### src/hdl/bfd_pkg.sv
`default_nettype none
package bfd_pkg;

  localparam int BUF_DEPTH_DEF = 32;
  // results per frame never exceed this count
  localparam int MAX_RESULTS = 32;

  localparam logic [7:0] KEY_HI = 8'h55;
  localparam logic [7:0] KEY_LO = 8'hAA;
  localparam logic [7:0] ZERO_BYTE = 8'h00;

  localparam logic [1:0] REG_START = 2'd0;
  localparam logic [1:0] REG_STOP = 2'd1;
  localparam logic [1:0] REG_WRITE_CMD = 2'd2;
  localparam logic [1:0] REG_ERASE_CMD = 2'd3;

  typedef enum logic [3:0] {
    ST_HUNT,
    ST_IDH,
    ST_IDL,
    ST_CMD,
    ST_REQ,
    ST_SIDH,
    ST_SIDL,
    ST_LEN,
    ST_DATA,
    ST_STOP,
    ST_READ,
    ST_SHOW
  } state_t;

  typedef struct packed {
    logic clr_frame;
    logic cap_cmd;
    logic set_unlock;
    logic cap_len;
    logic store_byte;
    logic start_emit;
    logic advance;
  } dp_cmd_t;

  typedef struct packed {
    logic start_match;
    logic stop_match;
    logic byte_zero;
    logic key_hi;
    logic key_lo;
    logic needs_key;
    logic seen_done;
    logic empty;
    logic last_item;
  } dp_sts_t;

endpackage
`default_nettype wire

### src/hdl/bfd_ram.sv
`default_nettype none
module bfd_ram #(
  parameter int WIDTH = 8,
  parameter int DEPTH = 32,
  localparam int AW = (DEPTH > 1) ? $clog2(DEPTH) : 1
) (
  input  wire logic             clk,
  input  wire logic             wr_en,
  input  wire logic [AW-1:0]    wr_addr,
  input  wire logic [WIDTH-1:0] wr_data,
  input  wire logic [AW-1:0]    rd_addr,
  output logic      [WIDTH-1:0] rd_data
);

  logic [WIDTH-1:0] mem_r [DEPTH];
  logic [WIDTH-1:0] rd_data_r;

  always_ff @(posedge clk) begin
    if (wr_en) begin
      mem_r[wr_addr] <= wr_data;
    end
    rd_data_r <= mem_r[rd_addr];
  end

  assign rd_data = rd_data_r;

endmodule
`default_nettype wire

### src/hdl/bfd_ctrl.sv
`default_nettype none
module bfd_ctrl (
  input  wire logic             clk,
  input  wire logic             rst_n,
  input  wire logic             in_tvalid,
  output logic                  in_tready,
  output logic                  out_tvalid,
  input  wire logic             out_tready,
  input  wire bfd_pkg::dp_sts_t sts,
  output bfd_pkg::dp_cmd_t      cmd
);
  import bfd_pkg::*;

  state_t state_r, state_nxt;
  logic   in_ready;
  logic   in_xact;
  logic   out_xact;

  assign in_ready = (state_r != ST_READ) && (state_r != ST_SHOW);
  assign in_xact  = in_tvalid && in_ready;
  assign out_xact = (state_r == ST_SHOW) && out_tready;

  always_ff @(posedge clk) begin
    if (!rst_n) begin
      state_r <= ST_HUNT;
    end else begin
      state_r <= state_nxt;
    end
  end

  always_comb begin
    state_nxt = state_r;
    case (state_r)
      ST_HUNT: if (in_xact && sts.start_match) state_nxt = ST_IDH;
      ST_IDH:  if (in_xact) state_nxt = sts.byte_zero ? ST_IDL : ST_HUNT;
      ST_IDL:  if (in_xact) state_nxt = sts.byte_zero ? ST_CMD : ST_HUNT;
      ST_CMD:  if (in_xact) state_nxt = ST_REQ;
      ST_REQ:  if (in_xact) state_nxt = sts.byte_zero ? ST_SIDH : ST_HUNT;
      ST_SIDH: begin
        if (in_xact) begin
          if (sts.needs_key) state_nxt = sts.key_hi ? ST_SIDL : ST_HUNT;
          else               state_nxt = sts.byte_zero ? ST_SIDL : ST_HUNT;
        end
      end
      ST_SIDL: begin
        if (in_xact) begin
          if (sts.needs_key) state_nxt = sts.key_lo ? ST_LEN : ST_HUNT;
          else               state_nxt = sts.byte_zero ? ST_LEN : ST_HUNT;
        end
      end
      ST_LEN:  if (in_xact) state_nxt = sts.byte_zero ? ST_STOP : ST_DATA;
      ST_DATA: if (in_xact && sts.seen_done) state_nxt = ST_STOP;
      ST_STOP: begin
        if (in_xact) begin
          if (!sts.stop_match) state_nxt = ST_HUNT;
          else if (sts.empty)  state_nxt = ST_SHOW;
          else                 state_nxt = ST_READ;
        end
      end
      ST_READ: state_nxt = ST_SHOW;
      ST_SHOW: begin
        if (out_xact) state_nxt = sts.last_item ? ST_HUNT : ST_READ;
      end
      default: state_nxt = ST_HUNT;
    endcase
  end

  always_comb begin
    cmd        = '0;
    in_tready  = in_ready;
    out_tvalid = (state_r == ST_SHOW);
    case (state_r)
      ST_HUNT: cmd.clr_frame  = in_xact && sts.start_match;
      ST_CMD:  cmd.cap_cmd    = in_xact;
      ST_SIDL: cmd.set_unlock = in_xact && sts.needs_key && sts.key_lo;
      ST_LEN:  cmd.cap_len    = in_xact;
      ST_DATA: cmd.store_byte = in_xact;
      ST_STOP: cmd.start_emit = in_xact && sts.stop_match;
      ST_SHOW: cmd.advance    = out_xact && !sts.last_item;
      default: cmd = '0;
    endcase
  end

endmodule
`default_nettype wire

### src/hdl/bfd_datapath.sv
`default_nettype none
module bfd_datapath #(
  parameter int BUFFER_DEPTH = bfd_pkg::BUF_DEPTH_DEF
) (
  input  wire logic             clk,
  input  wire logic             rst_n,
  input  wire logic             cfg_we,
  input  wire logic [1:0]       cfg_index,
  input  wire logic [7:0]       cfg_data,
  input  wire logic [7:0]       rx_byte,
  input  wire bfd_pkg::dp_cmd_t cmd,
  output bfd_pkg::dp_sts_t      sts,
  output logic      [7:0]       command,
  output logic      [7:0]       frame_length,
  output logic                  unlocked,
  output logic                  has_data,
  output logic      [7:0]       payload_byte,
  output logic      [4:0]       byte_index,
  output logic                  truncated,
  output logic                  last
);
  import bfd_pkg::*;

  localparam int AW = (BUFFER_DEPTH > 1) ? $clog2(BUFFER_DEPTH) : 1;
  localparam int CAP = (BUFFER_DEPTH < MAX_RESULTS) ? BUFFER_DEPTH : MAX_RESULTS;
  localparam logic [7:0] DEPTH_B = 8'(BUFFER_DEPTH);
  localparam logic [7:0] CAP_B = 8'(CAP);

  logic [7:0] start_r, stop_r, wcmd_r, ecmd_r;
  logic [7:0] held_cmd_r, held_len_r, seen_r;
  logic       unlock_r;
  logic [4:0] k_r;
  logic [7:0] seen_inc;
  logic [7:0] emit_cnt;
  logic [6:0] k_wide;
  logic [7:0] rd_data;
  logic       wr_en;

  always_ff @(posedge clk) begin
    if (!rst_n) begin
      start_r <= '0;
      stop_r  <= '0;
      wcmd_r  <= '0;
      ecmd_r  <= '0;
    end else if (cfg_we) begin
      case (cfg_index)
        REG_START:     start_r <= cfg_data;
        REG_STOP:      stop_r  <= cfg_data;
        REG_WRITE_CMD: wcmd_r  <= cfg_data;
        REG_ERASE_CMD: ecmd_r  <= cfg_data;
        default:       start_r <= start_r;
      endcase
    end
  end

  assign seen_inc = seen_r + 8'd1;

  always_ff @(posedge clk) begin
    if (!rst_n) begin
      held_cmd_r <= '0;
      held_len_r <= '0;
      unlock_r   <= 1'b0;
      seen_r     <= '0;
      k_r        <= '0;
    end else begin
      if (cmd.clr_frame) begin
        held_len_r <= '0;
        unlock_r   <= 1'b0;
      end
      if (cmd.cap_cmd)    held_cmd_r <= rx_byte;
      if (cmd.set_unlock) unlock_r   <= 1'b1;
      if (cmd.cap_len) begin
        held_len_r <= rx_byte;
        seen_r     <= '0;
      end
      if (cmd.store_byte) seen_r <= seen_inc;
      if (cmd.start_emit) k_r <= '0;
      else if (cmd.advance) k_r <= k_r + 5'd1;
    end
  end

  // drop payload bytes past the end of the store, but keep counting them
  assign wr_en  = cmd.store_byte && (seen_r < DEPTH_B);
  assign k_wide = {2'b00, k_r};

  bfd_ram #(
    .WIDTH (8),
    .DEPTH (BUFFER_DEPTH)
  ) u_store (
    .clk     (clk),
    .wr_en   (wr_en),
    .wr_addr (seen_r[AW-1:0]),
    .wr_data (rx_byte),
    .rd_addr (k_wide[AW-1:0]),
    .rd_data (rd_data)
  );

  assign emit_cnt = (held_len_r > CAP_B) ? CAP_B : held_len_r;

  assign sts.start_match = (rx_byte == start_r);
  assign sts.stop_match  = (rx_byte == stop_r);
  assign sts.byte_zero   = (rx_byte == ZERO_BYTE);
  assign sts.key_hi      = (rx_byte == KEY_HI);
  assign sts.key_lo      = (rx_byte == KEY_LO);
  assign sts.needs_key   = (held_cmd_r == wcmd_r) || (held_cmd_r == ecmd_r);
  assign sts.seen_done   = (seen_inc == held_len_r);
  assign sts.empty       = (held_len_r == ZERO_BYTE);
  assign sts.last_item   = sts.empty || (({3'b000, k_r} + 8'd1) == emit_cnt);

  assign command      = held_cmd_r;
  assign frame_length = held_len_r;
  assign unlocked     = unlock_r;
  assign has_data     = !sts.empty;
  assign payload_byte = sts.empty ? ZERO_BYTE : rd_data;
  assign byte_index   = sts.empty ? 5'd0 : k_r;
  assign truncated    = (held_len_r > emit_cnt);
  assign last         = sts.last_item;

endmodule
`default_nettype wire

### src/hdl/boot_frame_deframer.sv
// Header and payload bytes: one input transaction per cycle, no result.
// On a matching stop byte the frame goes out as a burst with input held off:
// the first result is offered after a store read (in the cycle after the stop
// byte for an empty frame); each further result again goes store read, then output.
// Reset is synchronous, active low: parser back to start-byte hunt, config and
// frame registers to zero; the payload store is not cleared.
`default_nettype none
module boot_frame_deframer #(
  parameter int BUFFER_DEPTH = bfd_pkg::BUF_DEPTH_DEF
) (
  input  wire logic        clk,
  input  wire logic        rst_n,
  input  wire logic        cfg_we,
  input  wire logic [1:0]  cfg_index,
  input  wire logic [7:0]  cfg_data,
  input  wire logic        in_tvalid,
  output logic             in_tready,
  input  wire logic [7:0]  in_tdata,   // [7:0] rx_byte
  output logic             out_tvalid,
  input  wire logic        out_tready,
  // [7:0] command, [15:8] frame_length, [16] unlocked, [24:17] payload_byte,
  // [29:25] byte_index, [30] truncated, [31] zero
  output logic      [31:0] out_tdata,
  output logic      [0:0]  out_tuser,  // [0] has_data
  output logic             out_tlast
);
  import bfd_pkg::*;

  dp_cmd_t    cmd;
  dp_sts_t    sts;
  logic [7:0] command, frame_length, payload_byte;
  logic [4:0] byte_index;
  logic       unlocked, has_data, truncated, last;

  bfd_ctrl u_ctrl (
    .clk        (clk),
    .rst_n      (rst_n),
    .in_tvalid  (in_tvalid),
    .in_tready  (in_tready),
    .out_tvalid (out_tvalid),
    .out_tready (out_tready),
    .sts        (sts),
    .cmd        (cmd)
  );

  bfd_datapath #(
    .BUFFER_DEPTH (BUFFER_DEPTH)
  ) u_dp (
    .clk          (clk),
    .rst_n        (rst_n),
    .cfg_we       (cfg_we),
    .cfg_index    (cfg_index),
    .cfg_data     (cfg_data),
    .rx_byte      (in_tdata),
    .cmd          (cmd),
    .sts          (sts),
    .command      (command),
    .frame_length (frame_length),
    .unlocked     (unlocked),
    .has_data     (has_data),
    .payload_byte (payload_byte),
    .byte_index   (byte_index),
    .truncated    (truncated),
    .last         (last)
  );

  assign out_tdata = {1'b0, truncated, byte_index, payload_byte, unlocked,
                      frame_length, command};
  assign out_tuser = has_data;
  assign out_tlast = last;

endmodule
`default_nettype wire

### config.mk
export PLATFORM = sky130hd
export DESIGN_NAME = boot_frame_deframer
export DESIGN_NICKNAME = d
export VERILOG_FILES = /design/src/hdl/bfd_pkg.sv /design/src/hdl/bfd_ram.sv /design/src/hdl/bfd_ctrl.sv /design/src/hdl/bfd_datapath.sv /design/src/hdl/boot_frame_deframer.sv
export SDC_FILE = /design/constraint.sdc
export NUM_CORES = 1
export LEC_CHECK = 0
export ABC_AREA = 1
export BUFFER_PORTS_ARGS = -buffer_cell sky130_fd_sc_hd__clkbuf_2
export CORE_MARGIN = 3
export CORE_UTILIZATION = 61
export CTS_CLUSTER_DIAMETER = 60
export CTS_CLUSTER_SIZE = 16
export DETAILED_ROUTE_END_ITERATION = 10
export PLACE_DENSITY = 0.79
export SLEW_MARGIN = 30
export SYNTH_ARGS = -nofsm -noshare
export SYNTH_HDL_FRONTEND = slang
export SYNTH_HIERARCHICAL = 1
export SYNTH_SLANG_ARGS = --single-unit
### constraint.sdc
create_clock -name clk -period 3.7 [get_ports clk]
set_input_delay 0.37 -clock clk [delete_from_list [all_inputs] [get_ports clk]]
set_output_delay 0.37 -clock clk [all_outputs]
set_load 0.05 [all_outputs]
* Yosys cells after proc, flatten, opt, wreduce, memory -nomap -nowiden *
Memory sizes are Yosys's and may differ from the RTL's. A register that Yosys moved wholly into a read port is not among the register bits.
Cells that the tools add are included.

storage, ports and cells
  flip-flop bits (word level) = 66
  latch bits = 0
  bits in writable memories = 256
  memory bits (read-only) = 0
  input port bits = 23
  output and inout bits = 36
  logic and storage cells = 123
  memories = 1

memories
  name                words  bits a word  rd ports  clocked after memory_dff  write ports  RTL line       RTL
  u_dp.u_store.mem_r  32     8            1         1                         1            bfd_ram.sv:15  logic [WIDTH-1:0] mem_r [DEPTH];

cells by class
  add/sub/neg operators = 3
  multipliers = 0
  divide/modulo/power cells = 0
  order comparisons = 3
  equal/unequal tests = 35
  shifts and indexed selects = 0
  muxes and demuxes = 43
  bitwise logic cells = 1
  reductions and logical operators = 27

operator list
  operator             count
  $mux 4               15
  $eq 8x8->1           6
  $mux 8               6
  $pmux 4 s12          1
  $ne 2x1->1 const B   11
  $eq 4x3->1 const B   4
  $eq 4x4->1 const B   4
  $logic_not 8->1      2
  $mux 3               5
  $mux 1               13
  $reduce_and 11->1    1
  $logic_and 1x1->1    10
  $add 8x1->8 const B  1
  $eq 4x2->1 const B   2
  $eq 8x7->1 const B   1
  $eq 8x8->1 const B   1
  $gt 8x6->1 const B   1
  $gt 8x8->1           1
  $lt 8x6->1 const B   1
  $ne 4x4->1 const B   2
  $reduce_and 2->1     4
  $add 5x1->6 const B  1
  $reduce_bool 2->1    3
  $add 5x1->5 const B  1
  11 further kinds     15

* Logic depth before layout (Yosys ltp) *
Gate-level depths: netlist of run 1.

  word-level depth = 7
  gate-level depth with buffers = 18
  mapped depth without buffers = 17

* Modules after synthesis *
The synthesis of run 1 kept the hierarchy.

modules (own cells, without submodules)
  module               instances  cells an instance  area each (sq um)  sequential area each (sq um)
  bfd_ram              1          922                10786.6            7847.5
  bfd_datapath         1          474                3224.3             1241.2
  bfd_ctrl             1          101                504.2              80.1
  boot_frame_deframer  1          4                  26.3               0.0

* Worst setup path before layout of run 1 *
No wires, ideal clock.

  kind = flip-flop to flip-flop
  start point = register u_dp.held_len_r[2], in the netlist u_dp/frame_length[2]
  end point = register u_dp.k_r[4]
  setup time = 0.056 ns
  arrival time = 2.725 ns
  path slack = 0.919 ns
  cell stages (with the launch flop) = 14
  path through = dfxtp_1 > nor2_1 > nand2_1 > nor2_1 > nand2_1 > nand2_1 > buf_4 > inv_1 > nand2_1 > nor2_1 > inv_1 > a21oi_1 > o21ai_1 > inv_1

RTL lines
  item                    RTL line            RTL
  start, declared         bfd_datapath.sv:30  logic [7:0] held_cmd_r, held_len_r, seen_r;
  start signal, assigned  bfd_datapath.sv:73  held_len_r <= rx_byte;
  end signal, assigned    bfd_datapath.sv:78  else if (cmd.advance) k_r <= k_r + 5'd1;
  end, declared           bfd_datapath.sv:32  logic [4:0] k_r;

==> metrics.md, run 1 <==
| Metric | Value |
|---|---|
| Post-Syn Area per Cell | 9.69 um^2 |
| Clock-pin slew on the worst setup and hold paths | 0.07 ns |
| Synth top cells by count | nand2_1 (487), edfxtp_1 (256), nand3_1 (230), nor2_1 (135), dfxtp_1 (74) |
| Vias in the first global route | 10,100 |
| Relative slew slack | 38.5% |
| Worst Reg-to-Reg Cells | 10 |
| Family with the most delay on the worst path | simple AND/OR/NAND/NOR gates |
| Slowest stage cell, crit path | nor2_1 |
| Clock Latency Late Sink | 0.56 ns |
| Flops & latches, synth | 330 |
| DIE AREA | 25,700 um^2 |
| Final Total Pwr | 7.36 mW |
| R2R Setup Slk | 0.30 ns |
| Share of cells above drive strength 1 | 9.17% |
| Post-route ant nets | 0 |
| Hold buffers post-CTS | 0 |
| Drt total wl | 34.4 mm |
| Post-synthesis instance total | 1,501 |
| H-Tree Depth | 1 |
| RR Endpoint | u_dp/u_store/mem_r[3][4] |
| Ys flop type | edfxtp_1 |
| Remaining DRCs | 0 |
| Max cap viols | 0 |
| Routability-driven placement congestion ratio | 0.893 |
| Fill cell count | 1,742 |
| Max incr delay on CP | 0.75 ns |
| Slew Limit Fails | 0 |
| Total number of vias | 10,800 |
| Largest net degree at the start of global routing | 129 |
| Initial antenna violation count | 0 |
| Via density | 5.79 |
| Layout area overhead | 8.01% |
| First-pass GRT wire length | 54.2 mm |
| GR Overflow Total | 0 |
| Worst-margin pin slew | 0.923 ns |
| Die Y | 160 um |
| I/O pin total | 59 |
| Synth unique cells | 38 |
| Hold_sp | cfg_data[3] |
| Worst Path Buf+Inv | 3 |
| Total setup buffers inserted after CTS | 0 |
| Top cell type's share of synthesized area | 52.9% |
| Worst r2r src | u_ctrl/state_r[1] |
| CTS tree | yes |
| Drt wl/cell | 18.4 um |
| Sequential area share after synthesis | 63.1% |
| Max VDD drop | 391 uV |
| Lkg Pwr | 5.99 nW |
| Syn Nets | 1,526 |
| Initial Utilization | 63.1% |
| CP Max Fanout | 10 |
| Post-DP HPWL | 22.2 mm |
| CTS Buf Count | 26 |
| Setup violators final | 0 |
| Most frequent cell after synthesis | nand2_1 |
| Ys Warns | 6 |
| Top cells by area, synth | edfxtp_1 (53%), nand2_1 (13%), dfxtp_1 (10%) |
| Number of flops mapped to enable cells by yosys | 256 |
| Status | completed |
| Fmax | 294 MHz |
| Post-CTS sizing | 0 |
| Top cell by count, worst path | nor2_1 |
| Port-buffer cells | 57 |
| Min Tclk post-route | 3.40 ns |
| DR iter-0 viols | 1,154 |
| N_diodes | 0 |
| Critical Path Sink Type | flop |
| Async set-reset flop share out of synthesis | 0% |
| CP startpoint kind | flop |
| GRT Util Overall | 26.5% |
| Floorplan core area | 23,100 um^2 |
| Row cnt | 55 |
| Setup CP Type | reg2reg |
| Worst-path cell chain | nor2_1 > inv_1 > nor2_1 > inv_1 > nor2_1 > buf_4 > nand2_1 > nor3_1 > nand3_1 > nor2_1 |
| WHS Endpoint | u_dp/stop_r[3] |
| Critical Path RT | 3.87 ns |
| Sink Count | 330 |
| Period utilization | 92.0% |
| Synth area leader | edfxtp_1 |
| Number of detailed-route iterations in the first pass | 7 |
| Setup TNS | 0 ns |
| Die W | 160 um |
| Final hold vios | 0 |
| Worst hold path type | in2reg |
| Unrepaired setup endpoints after global routing | false |
| CP arrival | 3.57 ns |
| CTS root buf | clkbuf_16 |
| Final Skew | 0.0356 ns |
| Hold path depth | 3 |
| Nets | 1,564 |
| Cell Pwr Density | 469 nW/um^2 |
| Mapped cell area | 14,500 um^2 |
| Clock Path Buffers | 3 |
power by group:
group | leakage, nW | switching (mW) | internal [mW] | total (mW)
clock | 0.384 | 1.26 | 1.43 | 2.69
sequential | 2.91 | 0.0517 | 4.04 | 4.10
combinational | 2.70 | 0.417 | 0.164 | 0.581
layout make-up:
type / count / area (um^2) / share of cell area [%]
Timing Repair Buffer: 80 / 462 / 2.94
Multi-Input combinational cell: 1018 / 4550 / 29.0
Inverter: 83 / 318 / 2.02
Clock inverter: 6 / 90.1 / 0.574
Sequential cell: 330 / 9170 / 58.4
Clock buffer: 42 / 721 / 4.59
Tap cell: 313 / 392 / 2.49
placed cells by master, fill, tap and decap left out, types with 3 or more instances in the layout:
| cell type | n |
|---|---|
| nand3_1 | 230 |
| xor2_1 | 13 |
| o21ai_0 | 32 |
| clkbuf_2 | 57 |
| edfxtp_1 | 256 |
| clkbuf_1 | 15 |
| a21oi_1 | 41 |
| o21ai_1 | 13 |
| inv_2 | 8 |
| or2_2 | 4 |
| buf_4 | 22 |
| inv_1 | 72 |
| dfxtp_1 | 72 |
| clkbuf_16 | 26 |
| nand3_2 | 3 |
| nor4_1 | 3 |
| nor3_1 | 5 |
| nand2_1 | 487 |
| xnor2_1 | 17 |
| nor2_1 | 135 |
| nand4_1 | 14 |
worst register-to-register path, delay by kind of cell, from the launching register on:
family | cells | cell delay (ns)
buffers and inverters | 3 | 0.34
DFF | 1 | 0.38
and+or+nand+nor | 7 | 2.31
stage by stage:
stage | cell area (um^2) | worst slack (ns) | instances | hold WS [ns] | util (%)
6_report | 15700 | 0.296 | 1872 | 0.124 | 68.1
5_1_grt | 15700 | 0.117 | 1872 | 0.133 | 68.1
4_1_cts | 15700 | 0.425 | 1872 | 0.108 | 68.1
3_5_place_dp | 14900 | 0.495 | 1824 | 0.451 | 64.6
3_3_place_gp | 14900 | 0.614 | 1824 | 0.446 | 64.6
2_1_floorplan | 14500 | 0.919 | 1501 | 0.435 | -
how the worst max path moves through the flow:
| stage | start | endpoint | slack, ns | depth (start not counted) |
|---|---|---|---|---|
| global route | u_ctrl/state_r[1] | u_dp/u_store/mem_r[3][4] | 0.12 | 10 |
| CTS | u_ctrl/state_r[1] | u_dp/u_store/mem_r[5][4] | 0.42 | 10 |
| finish | u_ctrl/state_r[1] | u_dp/u_store/mem_r[3][4] | 0.30 | 10 |
| floorplan | u_dp/frame_length[2] | u_dp/k_r[4] | 0.92 | 13 |
| detailed placement | u_ctrl/state_r[1] | u_dp/u_store/mem_r[5][1] | 0.49 | 10 |
| global placement | u_ctrl/state_r[1] | u_dp/u_store/mem_r[5][1] | 0.61 | 10 |
logic make-up after synthesis:
group	Yosys count	share of synthesized area (%)
other	1	0.0258
AOI/OAI and AO/OA	93	3.43
adders and majority gates	2	0.172
xor gates and xnor gates	30	1.81
buffers and inverters	153	5.65
DFF	330	63.1
and+or+nand+nor	892	25.9
per-layer routing:
layer / up-vias / global-route usage [%] / share of wire, %
met4: 0 / 9.98 / 3.8
met5: - / 0 / 0
met3: 89 / 3.33 / 8.5
met2: 526 / 43.5 / 47
li1: 5106 / - / -
met1: 5113 / 36.7 / 41
sequential cells by signal, indices dropped and copies added, names as in the netlist, 4 cells and up:
register / count
u_ctrl/state_r: 4
u_dp/command: 8
u_dp/ecmd_r: 8
u_dp/frame_length: 8
u_dp/k_r: 5
u_dp/seen_r: 8
u_dp/start_r: 8
u_dp/stop_r: 8
u_dp/u_store/mem_r: 256
u_dp/u_store/rd_data: 8
u_dp/wcmd_r: 8
(Power assumes the default switching activity.)
==> run 2: changes to the inputs <==
--- a/config.mk
+++ b/config.mk
@@ -12,7 +12,8 @@
 export CTS_CLUSTER_DIAMETER = 60
 export CTS_CLUSTER_SIZE = 16
 export DETAILED_ROUTE_END_ITERATION = 10
-export PLACE_DENSITY = 0.79
+export GPL_TIMING_DRIVEN = 0
+export PLACE_DENSITY = 0.84
 export SLEW_MARGIN = 30
 export SYNTH_ARGS = -nofsm -noshare
 export SYNTH_HDL_FRONTEND = slang
==> constraint.sdc (replaced) <==
create_clock -name clk -period 3.3 [get_ports clk]
set_input_delay 0.33 -clock clk [delete_from_list [all_inputs] [get_ports clk]]
set_output_delay 0.33 -clock clk [all_outputs]
set_load 0.05 [all_outputs]
==> metrics.md, run 2 (synthesis gave the netlist of run 1 again) <==
| Metric | Value |
|---|---|
| I/O pin total | 59 (unchanged) |
| CTS root buf | clkbuf_16 |
| Relative slew slack | 35.4% (-3.1 points) |
| Slew Limit Fails | 0 (unchanged) |
| Floorplan core area | 23,100 um^2 (unchanged) |
| Sink Count | 330 (unchanged) |
| H-Tree Depth | 1 (unchanged) |
| GRT Util Overall | 28.0% (+1.4 points) |
| Min Tclk post-route | 3.32 ns (-0.0817 ns) |
| Max VDD drop | 449 uV (+15%) |
| CTS tree | yes |
| Clock Path Buffers | 3 (unchanged) |
| Max reg flops | 256 (unchanged) |
| RR Endpoint | u_dp/u_store/mem_r[23][6] |
| Die W | 160 um (unchanged) |
| Switching power | 1.99 mW (+15%) |
| GR Overflow Total | 0 (unchanged) |
| Vias in the first global route | 10,600 (+4.5%) |
| Via density | 5.84 (+0.99%) |
| First-pass GRT wire length | 56.5 mm (+4.2%) |
| Setup TNS | -0.230 ns (-0.230 ns) |
| Remaining DRCs | 0 (unchanged) |
| Nets | 1,612 (+3.1%) |
| Total setup buffers inserted after CTS | 0 (unchanged) |
| Clock power frac | 37.6% (+1.1 points) |
| Number of detailed-route iterations in the first pass | 5 (-2) |
| Share of cells above drive strength 1 | 12.9% (+3.8 points) |
| Top reg by flops | u_dp/u_store/mem_r |
| Hold buffers post-CTS | 0 (unchanged) |
| Total number of vias | 11,200 (+3.6%) |
| Setup violators final | 16 (+16) |
| CP arrival | 3.52 ns (-0.05 ns) |
| Clock Latency Late Sink | 0.55 ns (about the same) |
| Drt wl/cell | 19.2 um (+4.5%) |
| Initial antenna violation count | 0 (unchanged) |
| Finished Layout Cells | 1,920 (+2.6%) |
| Lkg Pwr | 6.20 nW (+3.4%) |
| Critical Path RT | 3.50 ns (-0.37 ns) |
| CP Max Fanout | 10 (unchanged) |
| Switching Share | 23.6% (+0.087 points) |
| Worst-margin pin slew | 0.969 ns (+0.0464 ns) |
| DIE AREA | 25,700 um^2 (unchanged) |
| Critical path origin | u_ctrl/state_r[1] |
| Period utilization | 101% (+8.7 points) |
| Post-DP HPWL | 24.4 mm (+9.8%) |
| CTS Buf Count | 27 (+3.8%) |
| Most frequent cells in the layout | nand2_1 (487), edfxtp_1 (256), nand3_1 (226), nor2_1 (103) |
| Worst Reg-to-Reg Cells | 11 (+1) |
| Max cap viols | 0 (unchanged) |
| Violated checks | setup timing |
| Drt total wl | 36.9 mm (+7.2%) |
| CP startpoint kind | flop |
| Largest net degree at the start of global routing | 39 (-70%) |
| Sequential Power Share | 54.6% (-1.0 points) |
| Worst hold path type | in2reg |
| Port-buffer cells | 57 (unchanged) |
| Fill cell count | 1,665 (-4.4%) |
| N_diodes | 0 (unchanged) |
| Die Y | 160 um (unchanged) |
| Clock-pin slew on the worst setup and hold paths | 0.07 ns (about the same) |
| Final hold vios | 0 (unchanged) |
| Post-route ant nets | 0 (unchanged) |
| Final worst slack | -0.0224 ns (-0.318 ns) |
| Status | complete, but fails checks |
| Last element of the critical path | u_dp/u_store/mem_r[23][6] |
| Internal power | 6.44 mW (+14%) |
| Final Skew | 0.00986 ns (-0.0258 ns) |
| Row cnt | 55 (unchanged) |
| Unrepaired setup endpoints after global routing | true |
| Cell Pwr Density | 517 nW/um^2 (+10%) |
| R2R Setup Slk | -0.02 ns (-0.32 ns) |
| Initial Utilization | 63.1% (unchanged) |
| Layout area overhead | 12.1% |
| Setup CP Type | reg2reg |
| Comb power frac | 7.8% (about the same) |
| Critical Path Sink Type | flop |
| Commonest non-fill, non-tap cell in the layout | nand2_1 |
| DR iter-0 viols | 1,116 (-3.3%) |
| Fmax | 301 MHz (+2.5%) |
| Placed cell count | 1,871 (+2.6%) |
| Routability-driven placement congestion ratio | 0.960 (+7.5%) |
| Worst r2r src | u_ctrl/state_r[1] |
[run 2: how the worst min path moves through the flow]
stage                        start                        to  slack (ns)  depth (start not counted)
finish                 cfg_data[7]            u_dp/stop_r[7]        0.08                          3
global route           cfg_data[1]            u_dp/stop_r[1]        0.09                          3
CTS                    cfg_data[7]            u_dp/stop_r[7]        0.07                          3
detailed placement  u_dp/wcmd_r[7]            u_dp/wcmd_r[7]        0.45                          2
global placement    u_dp/wcmd_r[7]            u_dp/wcmd_r[7]        0.45                          2
floorplan              in_tdata[0]  u_dp/u_store/mem_r[0][0]        0.43                          0
[run 2: metal layers]
metal  track usage [%]  up-vias  share of wire [%]
met5                 0        -                  0
met4              9.63        0                2.9
met3              5.31       89                 11
met2              46.5      638                 48
met1              37.3     5283                 38
li1                  -     5212                  -
[run 2: area by class of cell]
cell class              count  area, um^2  share of cell area (%)
well taps                 313         392                    2.40
clock buffers              38         727                    4.46
inverters                  83         314                    1.93
multi-input cells        1018        4770                    29.3
repair buffers             57         285                    1.75
plain buffers              70         508                    3.12
flip-flops and latches    330        9170                    56.3
clock inverters            11         129                   0.791
[run 2: worst max-delay path: stages, from the launching register on]
cell and delay, ns:
dfxtp_1 0.31, buf_6 0.13, nor2_1 0.20, inv_1 0.11
nor2_1 0.16, inv_1 0.07, nor2_1 0.08, clkbuf_1 0.37
nand2_1 0.12, nor3_2 0.37, nand3_2 0.52, nor2_2 0.53
[run 2: timing repair]
| action | in CTS | in global routing |
|---|---|---|
| cloned | 0 | 0 |
| endpoints found under the setup margin | 248 | 256 |
| gates resized for setup | 22 | 38 |
| pin swaps | 0 | 0 |
| endpoints found under the hold margin | 0 | 0 |
[run 2: stage by stage]
step           cell area, um^2  power (mW)  util [%]  hold slack [ns]  setup slack [ns]
6_report                 16300        8.42      70.7           0.0791           -0.0224
5_1_grt                  16300        8.71      70.7           0.0882            -0.176
4_1_cts                  16100        8.43      70.0           0.0700            -0.186
3_3_place_gp             15200        5.31      66.0            0.446            -0.110
3_5_place_dp             15200        5.32      66.0            0.451            -0.168
2_1_floorplan            14500        5.10         -            0.429             0.519
[run 2: power by group through the flow]
stage / Combinational (mW) / Clock, mW / Sequential (mW)
final: 0.660 / 3.17 / 4.60
after global routing: 0.735 / 3.38 / 4.60
after CTS: 0.643 / 3.19 / 4.59
after detailed placement: 0.635 / 0 / 4.69
after global placement: 0.625 / 0 / 4.68
after floorplan: 0.410 / 0 / 4.69
